===== src/rtl/vtpv_div.sv =====
// Pipelined restoring divider, one quotient bit per stage, unsigned operands.
module vtpv_div #(
  parameter int DEN_W = 18,
  parameter int MAG_W = 29
) (
  input  logic             clk,
  input  logic             adv,
  input  logic [DEN_W-1:0] den,
  input  logic [MAG_W-1:0] num,
  output logic [MAG_W-1:0] quo
);

  logic [DEN_W-1:0] rem [1:MAG_W-1];
  logic [MAG_W-1:0] qq  [1:MAG_W];
  logic [DEN_W-1:0] dd  [1:MAG_W-1];
  logic [MAG_W-1:0] nm  [1:MAG_W-1];

  for (genvar j = 0; j < MAG_W; j++) begin : g_st
    logic [DEN_W-1:0] r_in, d_in, trial;
    logic [MAG_W-1:0] n_in, q_in;
    logic             ge;

    if (j == 0) begin : g_first
      assign r_in = '0;
      assign d_in = den;
      assign n_in = num;
      assign q_in = '0;
    end else begin : g_next
      assign r_in = rem[j];
      assign d_in = dd[j];
      assign n_in = nm[j];
      assign q_in = qq[j];
    end

    // remainder stays below den, so the shifted value fits DEN_W bits
    assign trial = {r_in[DEN_W-2:0], n_in[MAG_W-1-j]};
    assign ge    = trial >= d_in;

    always_ff @(posedge clk) begin
      if (adv) begin
        qq[j+1]  <= {q_in[MAG_W-2:0], ge};
      end
    end

    if (j < MAG_W - 1) begin : g_pass
      always_ff @(posedge clk) begin
        if (adv) begin
          rem[j+1] <= ge ? trial - d_in : trial;
          dd[j+1]  <= d_in;
          nm[j+1]  <= n_in;
        end
      end
    end
  end

  assign quo = qq[MAG_W];

endmodule


===== config.mk =====
export PLATFORM = sky130hd
export DESIGN_NAME = vtpv_div
export DESIGN_NICKNAME = d
export VERILOG_FILES = /design/src/rtl/vtpv_div.sv
export SDC_FILE = /design/constraint.sdc
export NUM_CORES = 2
export LEC_CHECK = 0
export BUFFER_PORTS_ARGS = -buffer_cell sky130_fd_sc_hd__buf_4
export CORE_MARGIN = 4
export CORE_UTILIZATION = 55
export CTS_CLUSTER_DIAMETER = 200
export DETAILED_ROUTE_END_ITERATION = 7
export PLACE_DENSITY = 0.71
export SETUP_SLACK_MARGIN = 0.5
export SLEW_MARGIN = 0
export SYNTH_ARGS = -nofsm -noshare
export SYNTH_HDL_FRONTEND = slang
export SYNTH_SLANG_ARGS = --single-unit

===== constraint.sdc =====
create_clock -name clk -period 3.6 [get_ports clk]
set_input_delay 0.54 -clock clk [delete_from_list [all_inputs] [get_ports clk]]
set_output_delay 0.54 -clock clk [all_outputs]
set_load 0.01 [all_outputs]

==> results.py <==
metrics = {
    "status": {
        "status": "complete, no violations",
    },
    "routing": {
        "wire_per_inst_um": 18.6,
        "routed-wl-met2_mm": 81.2,
        "viasPerCell": 5.56,
        "vias": 48300,
        "wl_met3_mm": 6.31,
        "routed_wirelength_mm": 162,
        "ant_nets": 0,
        "m1WireLength_mm": 70.1,
        "drt-initial-drc-count": 3341,
        "top_layer_used": "met4",
        "drtPass1Iterations": 6,
        "drc_errors": 0,
    },
    "synthesis": {
        "syn_nets": 6575,
        "yosys.area.top_type": "edfxtp_1",
        "synth_cell_type_count": 94,
        "yosys_warnings": 0,
        "ys_seq_area_frac": 0.654,
        "synth_area_leaders": "edfxtp_1, ha_1, inv_1",
        "ys_ff_latch": 1821,
        "ys_async_sr_fraction": 0,
        "synth_edf_count": 1821,
        "syn_inst": 5993,
        "netlist_area_mm2": 0.0836,
        "synth_area_per_cell_um2": 13.9,
        "ys.flop_type": "edfxtp_1",
        "synth_top_cell_area_share": 0.654,
    },
    "floorplanning": {
        "core-area_mm2": 0.150,
        "dieHeight_um": 398,
        "die_width_um": 398,
        "dieArea_mm2": 0.158,
        "start_util": 0.555,
        "ios": 78,
        "rows": 142,
    },
    "worst_setup_path": {
        "reg2reg_to": "rem[0][232]",
        "cp-start-kind": "flip-flop",
        "cp.arrival_ns": 3.82,
        "reg2reg_depth": 10,
        "regToRegSetupSlack_ns": 0.30,
        "path_class": "reg -> reg",
        "r2r_start": "nm[0][336]",
        "crit_fanout": 6,
        "required_ns": 4.12,
        "worst_setup_path_end_kind": "flip-flop",
        "startpoint": "nm[0][336]",
        "crit_end": "rem[0][232]",
    },
    "cells_and_area": {
        "final_nets": 7093,
        "area_growth_pct": 16.9,
        "drive_above_1_share": 0.170,
        "mostFrequentLayoutCell": "edfxtp_1",
        "antenna_cells": 0,
        "mostFrequentLayoutCells": "edfxtp_1, inv_1, ha_1",
        "final_cell_area_mm2": 0.0977,
    },
    "placement": {
        "io_buffers": 77,
        "hpwl_mm": 108,
        "placed_area_mm2": 0.0873,
        "gp_congestion": 0.902,
    },
    "grt": {
        "gr-usage-all-layers": 0.199,
        "grt-ovfl-total": 0,
        "grt_max_degree": 167,
        "grt_pass1_vias": 47600,
        "grt_pass1_wl_mm": 253,
        "grt_antenna_before_repair": 1,
    },
    "power": {
        "switchingPower_mw": 26.3,
        "vdd_drop_max_v": 0.000525,
        "p_sw_frac": 0.323,
        "power_frac_seq": 0.381,
        "powerDensity_mw_per_mm2": 833,
        "internal_power_mw": 55.1,
        "clkPwrFrac": 0.239,
        "pwr-share-comb": 0.380,
        "leakage_nw": 38.7,
    },
    "sta": {
        "tns_ns": 0,
        "tightest_slew_ns": 1.17,
        "slew_violations": 0,
        "period_share": 0.916,
        "finalHoldViolCount": 0,
        "rsz0062_at_grt": "true",
        "setup_viol": 0,
        "slew_headroom": 0.211,
        "max_freq_mhz": 303,
        "finClkSkew_ns": 0.0408,
        "min_period_ns": 3.30,
    },
    "clock_tree": {
        "clkTransAtPathRegs_ns": 0.06,
        "htreeDepth": 4,
        "clock-sinks": 1821,
        "numCtsBuffers": 185,
        "clock_latency_ns": 0.80,
        "cts-root-buf": "clkbuf_16",
        "cts_tree": "yes",
        "clockBufferDepth": 3,
    },
    "flow_run": {
        "max_cap_viol_count": 0,
    },
    "worst_hold_path": {
        "hold_class": "in -> reg",
    },
}
critical path: stages, from the launching register on:
cell	delay, ns
edfxtp_1	0.39
inv_1	0.08
ha_2	0.18
inv_2	0.04
fa_2	0.37
a211oi_2	0.23
o21bai_2	0.11
a221o_1	0.34
or4_4	0.54
a211o_4	0.42
mux2_4	0.31
layer usage:
metal  GRT usage  vias to the layer above
li1            -                    23400
met1       0.263                    23600
met2       0.344                     1023
met3      0.0290                      318
met4      0.0575                        0
met5           0                        -
final cells by class:
class | count | area, µm²
clock buffer | 225 | 4780
clock inverter | 116 | 1470
fill | 10800 | 52800
inverter | 663 | 2490
multi-input combinational | 3443 | 27600
sequential | 1821 | 54700
tap | 2016 | 2520
timing repair buffer | 397 | 4170
per-stage QoR:
| stage | power [mW] | util | instances | hold WS, ns | setup WS [ns] |
|---|---|---|---|---|---|
| finish | 81.4 | 0.649 | 8681 | 0.143 | 0.303 |
| global route | 86.2 | 0.649 | 8681 | 0.117 | 0.195 |
| CTS | 79.1 | 0.637 | 8597 | 0.0886 | 0.336 |
| detailed placement | 57.1 | 0.580 | 8107 | 0.405 | 0.0770 |
| global placement | 56.5 | 0.580 | 8107 | 0.400 | 0.160 |
| floorplan | 50.5 | - | 5993 | 0.400 | 0.454 |
power groups by stage:
stage	registers, mW	clock network (mW)	logic [mW]
after floorplan	30.1	0	20.3
after global routing	31.4	20.9	33.9
final	31.1	19.4	30.9
after detailed placement	31.4	0	25.7
after CTS	31.0	20.0	28.1
after global placement	31.4	0	25.1
repair_timing:
item | CTS | global route
pin swaps | 64 | 88
gates cloned | 17 | 13
hold buffers | 46 | 0
resized for setup | 198 | 283
buffers inserted | 86 | 71
endpoints found under the hold margin | 46 | 0
setup endpoints to repair | 376 | 385
synth_stat cells, drive strengths merged, types with 33 or more instances:
master and count:
inv 663, or3 33, o21a 41, nand3 68
nor2b 42, xnor2 210, o21bai 55, nor3 99
xor2 151, edfxtp 1821, a21o 174, o21ai 254
buf 39, o31ai 38, a31oi 46, mux2 244
a21oi 392, ha 506, nand2 277, clkbuf 33
nand4 73, and3 33, nor2 288, nand2b 35
flip-flops by register name (all words and copies together) (netlist names):
name,count
qq,435
dd,504
rem,476
nm,406
logic make-up (layout without fill, tap and decap cells):
group / after synthesis / in the layout / synth area share
flops: 1821 / 1821 / 0.654
compound gates: 1220 / 1226 / 0.0946
simple gates: 1053 / 1053 / 0.0602
buf+inv: 735 / 1401 / 0.0343
fa+ha+maj: 533 / 533 / 0.0822
xor+xnor: 361 / 361 / 0.0378
mux: 270 / 270 / 0.0367
worst min path at each step:
stage               slack, ns       start  depth (start not counted)          to
floorplan                0.40   nm[0][71]                          0  nm[0][100]
global placement         0.40  qq[0][238]                          0  qq[0][268]
detailed placement       0.40   nm[0][90]                          0  nm[0][119]
CTS                      0.09     num[28]                          3  rem[0][18]
global route             0.12     num[28]                          3  rem[0][18]
finish                   0.14     num[28]                          3  rem[0][18]
Note: power is estimated with default switching activity, not from simulation.
