$ cat src/rtl/vtpv_pkg.sv
// Shared constants, register codes and control struct for the vertex transform pipeline.
package vtpv_pkg;

  localparam int COORD_WIDTH = 16;
  localparam int FRAC_BITS   = 12;
  localparam int VIEW_DIST   = 3;
  localparam int COEF_W      = 16;
  localparam int OUT_W       = 16;
  localparam int GAIN_W      = 24;
  localparam int GAIN_FRAC   = 8;
  localparam int ROW_W       = 64;
  localparam int CFG_IDX_W   = 3;
  localparam int CFG_DATA_W  = 64;

  typedef enum logic [CFG_IDX_W-1:0] {
    REG_ROW_X,
    REG_ROW_Y,
    REG_ROW_Z,
    REG_XMIN,
    REG_YMIN,
    REG_XGAIN,
    REG_YGAIN
  } cfg_idx_t;

  localparam logic [ROW_W-1:0]  ROW_X_RST = 64'h0004_0000_0000_0000;
  localparam logic [ROW_W-1:0]  ROW_Y_RST = 64'h0000_0010_0000_0000;
  localparam logic [ROW_W-1:0]  ROW_Z_RST = 64'h0000_0000_1000_0000;
  localparam logic [GAIN_W-1:0] GAIN_RST  = 24'd256;

  typedef struct packed {
    logic valid;
    logic behind;
    logic sat;
  } ctl_t;

endpackage

$ cat src/rtl/vtpv_view.sv
// Projection clip, viewport offset and gain, screen clip.
module vtpv_view #(
  parameter int W = vtpv_pkg::COORD_WIDTH,
  parameter int F = vtpv_pkg::FRAC_BITS,
  localparam int MAG_W = W + F + 1
) (
  input  logic                              clk,
  input  logic                              rst,
  input  logic                              adv,
  input  vtpv_pkg::ctl_t                    ctl_in,
  input  logic [MAG_W-1:0]                  mag_x,
  input  logic                              neg_x,
  input  logic [MAG_W-1:0]                  mag_y,
  input  logic                              neg_y,
  input  logic signed [vtpv_pkg::OUT_W-1:0] xmin,
  input  logic signed [vtpv_pkg::OUT_W-1:0] ymin,
  input  logic [vtpv_pkg::GAIN_W-1:0]       xgain,
  input  logic [vtpv_pkg::GAIN_W-1:0]       ygain,
  output vtpv_pkg::ctl_t                    ctl_out,
  output logic signed [vtpv_pkg::OUT_W-1:0] screen_x,
  output logic signed [vtpv_pkg::OUT_W-1:0] screen_y
);

  localparam int OW  = vtpv_pkg::OUT_W;
  localparam int QW  = MAG_W + 1;
  localparam int DW  = ((W > OW) ? W : OW) + 1;
  localparam int PRW = DW + vtpv_pkg::GAIN_W + 1;
  localparam int SH  = F + vtpv_pkg::GAIN_FRAC;
  localparam logic signed [QW-1:0]  QHI = {{(QW-W+1){1'b0}}, {(W-1){1'b1}}};
  localparam logic signed [QW-1:0]  QLO = {{(QW-W+1){1'b1}}, {(W-1){1'b0}}};
  localparam logic signed [PRW-1:0] SHI = {{(PRW-OW+1){1'b0}}, {(OW-1){1'b1}}};
  localparam logic signed [PRW-1:0] SLO = {{(PRW-OW+1){1'b1}}, {(OW-1){1'b0}}};

  logic [MAG_W-1:0]          mag  [2];
  logic                      neg  [2];
  logic signed [OW-1:0]      amin [2];
  logic [vtpv_pkg::GAIN_W-1:0] gain [2];

  assign mag[0]  = mag_x;
  assign mag[1]  = mag_y;
  assign neg[0]  = neg_x;
  assign neg[1]  = neg_y;
  assign amin[0] = xmin;
  assign amin[1] = ymin;
  assign gain[0] = xgain;
  assign gain[1] = ygain;

  // stage a: signed quotient, clip, subtract axis minimum
  logic signed [QW-1:0] sq [2];
  logic signed [W-1:0]  pc [2];
  logic [1:0]           psat;

  always_comb begin
    for (int a = 0; a < 2; a++) begin
      sq[a] = neg[a] ? -$signed({1'b0, mag[a]}) : $signed({1'b0, mag[a]});
      psat[a] = 1'b0;
      if (sq[a] > QHI) begin
        pc[a] = QHI[W-1:0];
        psat[a] = 1'b1;
      end else if (sq[a] < QLO) begin
        pc[a] = QLO[W-1:0];
        psat[a] = 1'b1;
      end else begin
        pc[a] = sq[a][W-1:0];
      end
    end
  end

  logic signed [DW-1:0] diff [2];
  vtpv_pkg::ctl_t       ca;

  always_ff @(posedge clk) begin
    if (adv) begin
      for (int a = 0; a < 2; a++) diff[a] <= DW'(pc[a]) - DW'(amin[a]);
    end
  end

  always_ff @(posedge clk) begin
    if (rst) begin
      ca <= '0;
    end else if (adv) begin
      ca.valid  <= ctl_in.valid;
      ca.behind <= ctl_in.behind;
      ca.sat    <= ctl_in.sat | (~ctl_in.behind & (|psat));
    end
  end

  // stage b: gain
  logic signed [PRW-1:0] prod [2];
  vtpv_pkg::ctl_t        cb;

  always_ff @(posedge clk) begin
    if (adv) begin
      for (int a = 0; a < 2; a++) prod[a] <= diff[a] * $signed({1'b0, gain[a]});
    end
  end

  always_ff @(posedge clk) begin
    if (rst) begin
      cb <= '0;
    end else if (adv) begin
      cb <= ca;
    end
  end

  // stage c: floor shift, clip to screen range
  logic signed [PRW-1:0] ps [2];
  logic signed [OW-1:0]  sc [2];
  logic [1:0]            ssat;

  always_comb begin
    for (int a = 0; a < 2; a++) begin
      ps[a] = prod[a] >>> SH;
      ssat[a] = 1'b0;
      if (ps[a] > SHI) begin
        sc[a] = SHI[OW-1:0];
        ssat[a] = 1'b1;
      end else if (ps[a] < SLO) begin
        sc[a] = SLO[OW-1:0];
        ssat[a] = 1'b1;
      end else begin
        sc[a] = ps[a][OW-1:0];
      end
    end
  end

  always_ff @(posedge clk) begin
    if (adv) begin
      screen_x <= cb.behind ? '0 : sc[0];
      screen_y <= cb.behind ? '0 : sc[1];
    end
  end

  always_ff @(posedge clk) begin
    if (rst) begin
      ctl_out <= '0;
    end else if (adv) begin
      ctl_out.valid  <= cb.valid;
      ctl_out.behind <= cb.behind;
      ctl_out.sat    <= cb.sat | (~cb.behind & (|ssat));
    end
  end

endmodule

$ cat config.mk
export PLATFORM = sky130hd
export DESIGN_NAME = vtpv_view
export DESIGN_NICKNAME = d
export VERILOG_FILES = /design/src/rtl/vtpv_pkg.sv /design/src/rtl/vtpv_view.sv
export SDC_FILE = /design/constraint.sdc
export NUM_CORES = 2
export LEC_CHECK = 0
export ABC_AREA = 1
export ABC_CLOCK_PERIOD_IN_PS = 11710
export BUFFER_PORTS_ARGS = -buffer_cell sky130_fd_sc_hd__buf_2
export CORE_AREA = 4 4 271 273
export DETAILED_ROUTE_END_ITERATION = 16
export DIE_AREA = 0 0 275 277
export PLACE_DENSITY = 0.67
export SYNTH_ARGS = -nofsm -noshare
export SYNTH_HDL_FRONTEND = slang
export SYNTH_SLANG_ARGS = --single-unit
$ cat constraint.sdc
create_clock -name clk -period 11.71 [get_ports clk]
set_input_delay 1.171 -clock clk [delete_from_list [all_inputs] [get_ports clk]]
set_output_delay 1.171 -clock clk [all_outputs]
set_load 0.1 [all_outputs]
==> qor.yml <==
status:
  status: "finished clean"
critical_path:
  slowest_delay_ns: 1.17
  cp_top_family: "adder cells"
  cp.buffers_inverters: 4
  setup.worst_path.end_class: "flip-flop"
  cp_slowest_cell: "edfxtp_1"
  critPathMostFrequentCell: "fa_1"
  cp.arrival_ns: 7.18
  cp.required_ns: 11.98
  start_kind: "flip-flop"
  worstSetupPathType: "reg2reg"
  cp_max_fo: 24
  crit_chain: "nand2_1 > fa_1 > fa_1 > fa_1 > fa_1 > inv_1 > fa_1 > inv_1 > fa_1 > inv_1 > ha_1 > nand2_1 > nor2_1 > inv_1 > nor4_1 > a211oi_1 > o21bai_1 > xor2_1"
clock_network:
  holdBufCountCts: 0
  path_clk_slew_ns: 0.06
  htree_levels: 4
  cts_buffers: 17
  tritoncts: "built"
  cts_sinks: 119
  cts_root_buf: "clkbuf_16"
  cts_resized: 0
  clock_tree.buffer_depth: 2
  post-cts-setup-buffers: 0
  clk_latency_ns: 0.44
route:
  remaining_drc_errors: 0
  drt-initial-drc-count: 1780
  drt-vias-per-instance: 5.03
  dr.pass1.iters: 6
  dr_total_vias: 28100
  totalWireLength_mm: 89.5
  wl_per_cell_um: 16.0
  ant_nets: 0
flow_run:
  drv_cap: 0
placed_design:
  place_area_um2: 36800
  port_buffers: 180
  place.gp.congestion: 0.935
  hpwl_mm: 72.2
  pre_cts_slack_ns: 4.60
timing:
  hold_violations: 0
  worstMarginPinSlew_ns: 1.26
  rsz0062_at_grt: "false"
  slew_viol_final: 0
  whs_ns: 0.459
  layout_setup_ws_ns: 4.80
  fin_crit_ns: 6.91
  skew_ns: 0.0132
  finalCritPeriodShare: 0.590
  finalSetupViolations: 0
  setup_tns_ns: 0
  max_freq_mhz: 145
  slew_headroom: 0.158
yosys:
  yosysMostFrequentCell: "inv_1"
  synth_top_area_share: 0.374
  synth_flop_cell: "edfxtp_1"
  ys_seq_area_frac: 0.0989
  synth_area_per_cell_um2: 7.69
  synth_top_cell_by_area: "fa_1"
  synthDistinctLibCells: 54
  ys_ff_latch: 119
  ys_top_cells_by_count: "1322 x inv_1, 1126 x nand2_1, 658 x fa_1"
  synth_async_sr_flop_share: 0
  yosys-top-cells-area: "fa_1 37%, inv_1 14%, nand2_1 12%, ha_1 11%, edfxtp_1 9.4%"
  synthesis.nets: 5694
  syn_area_um2: 35200
  synth-edff-count: 110
  syn_inst: 4580
  yosysWarnings: 0
finish:
  antennaDiodeCount: 0
  area.growth.synth_to_final_pct: 6.09
  nets: 5733
  design_area_um2: 37400
  drive_above_1_share: 0.0637
  fill_cells: 6945
floorplan:
  die_h_um: 277
  pin_count: 181
  start_util: 0.495
  core_area_um2: 71100
  num_rows: 98
  die_x_um: 275
  die_area_um2: 76200
global_routing:
  grt_use_total: 0.243
  grt_pass1_wl_mm: 149
  grt_max_degree: 71
  grt_antenna_before_repair: 5
  grt_pass1_vias: 29300
  gr-total-overflow: 0
worst_hold_path:
  worstHoldPathType: "reg2reg"
layer usage:
layer,GRT usage,up-vias,share of wire
li1,-,13300,-
met1,0.338,13700,0.44
met2,0.400,878,0.47
met3,0.0399,165,0.067
met4,0.0628,8,0.026
met5,0,-,0.00048
layout make-up:
cell class,instances,area (µm²),area share
Clock buffer,20,447,0.0119
Clock inverter,12,175,0.00469
Inverter,1325,4970,0.133
Multi-Input combinational cell,2956,26100,0.697
Sequential cell,119,3480,0.0932
Tap cell,950,1190,0.0318
Timing Repair Buffer,200,1050,0.0282
cell families after synthesis:
logic type	Yosys count	share of synthesized area
compound gates	291	0.0473
xor+xnor	99	0.0246
fa+ha+maj	968	0.484
buf+inv	1505	0.162
flops	119	0.0989
mux	1	0.000284
simple gates	1597	0.184
layout by cell type, fill, tap and decap left out, types with 18 or more instances in the layout:
cell type     n
a21oi_1     133
buf_2       179
buf_4        21
edfxtp_1    110
fa_1        658
ha_1        310
inv_1      1322
nand2_1    1126
nand3_1      90
nand4_1      25
nor2_1      270
o21ai_0      72
or2_2        18
xnor2_1      26
xor2_1       73
sequential cells by signal, summed over array words and instances (netlist names):
name / cells
diff: 34
screen_y: 16
cb: 3
screen_x: 16
ca: 3
prod: 44
ctl_out: 3
path summary, 6_finish.rpt:
path | from | slack, ns | to | cells past startpoint
setup / recovery | diff[0][20]$_DFFE_PP_ | 4.80 | prod[0][74]$_DFFE_PP_ | 18
hold / removal | cb[2]$_SDFFE_PP0P_ | 0.46 | ctl_out[2]$_SDFFE_PP0P_ | 2
setup reg to reg | diff[0][20]$_DFFE_PP_ | 4.80 | prod[0][74]$_DFFE_PP_ | 18
hold reg to reg | cb[2]$_SDFFE_PP0P_ | 0.46 | ctl_out[2]$_SDFFE_PP0P_ | 2
metrics by stage:
step,utilization,instances
after global routing,0.526,5582
after detailed placement,0.517,5550
final,0.526,5582
after global placement,0.517,5550
after floorplan,-,4580
after CTS,0.526,5582
worst min-delay path, delay by kind of cell (launching register included):
family             cells  cell delay [ns]
AOI/OAI and AO/OA      1             0.05
DFF                    1             0.31
and+or+nand+nor        1             0.06
Power is left out: the tool's default activity adds up to more than one toggle a clock period on the data nets, which glitch-free logic cannot reach.
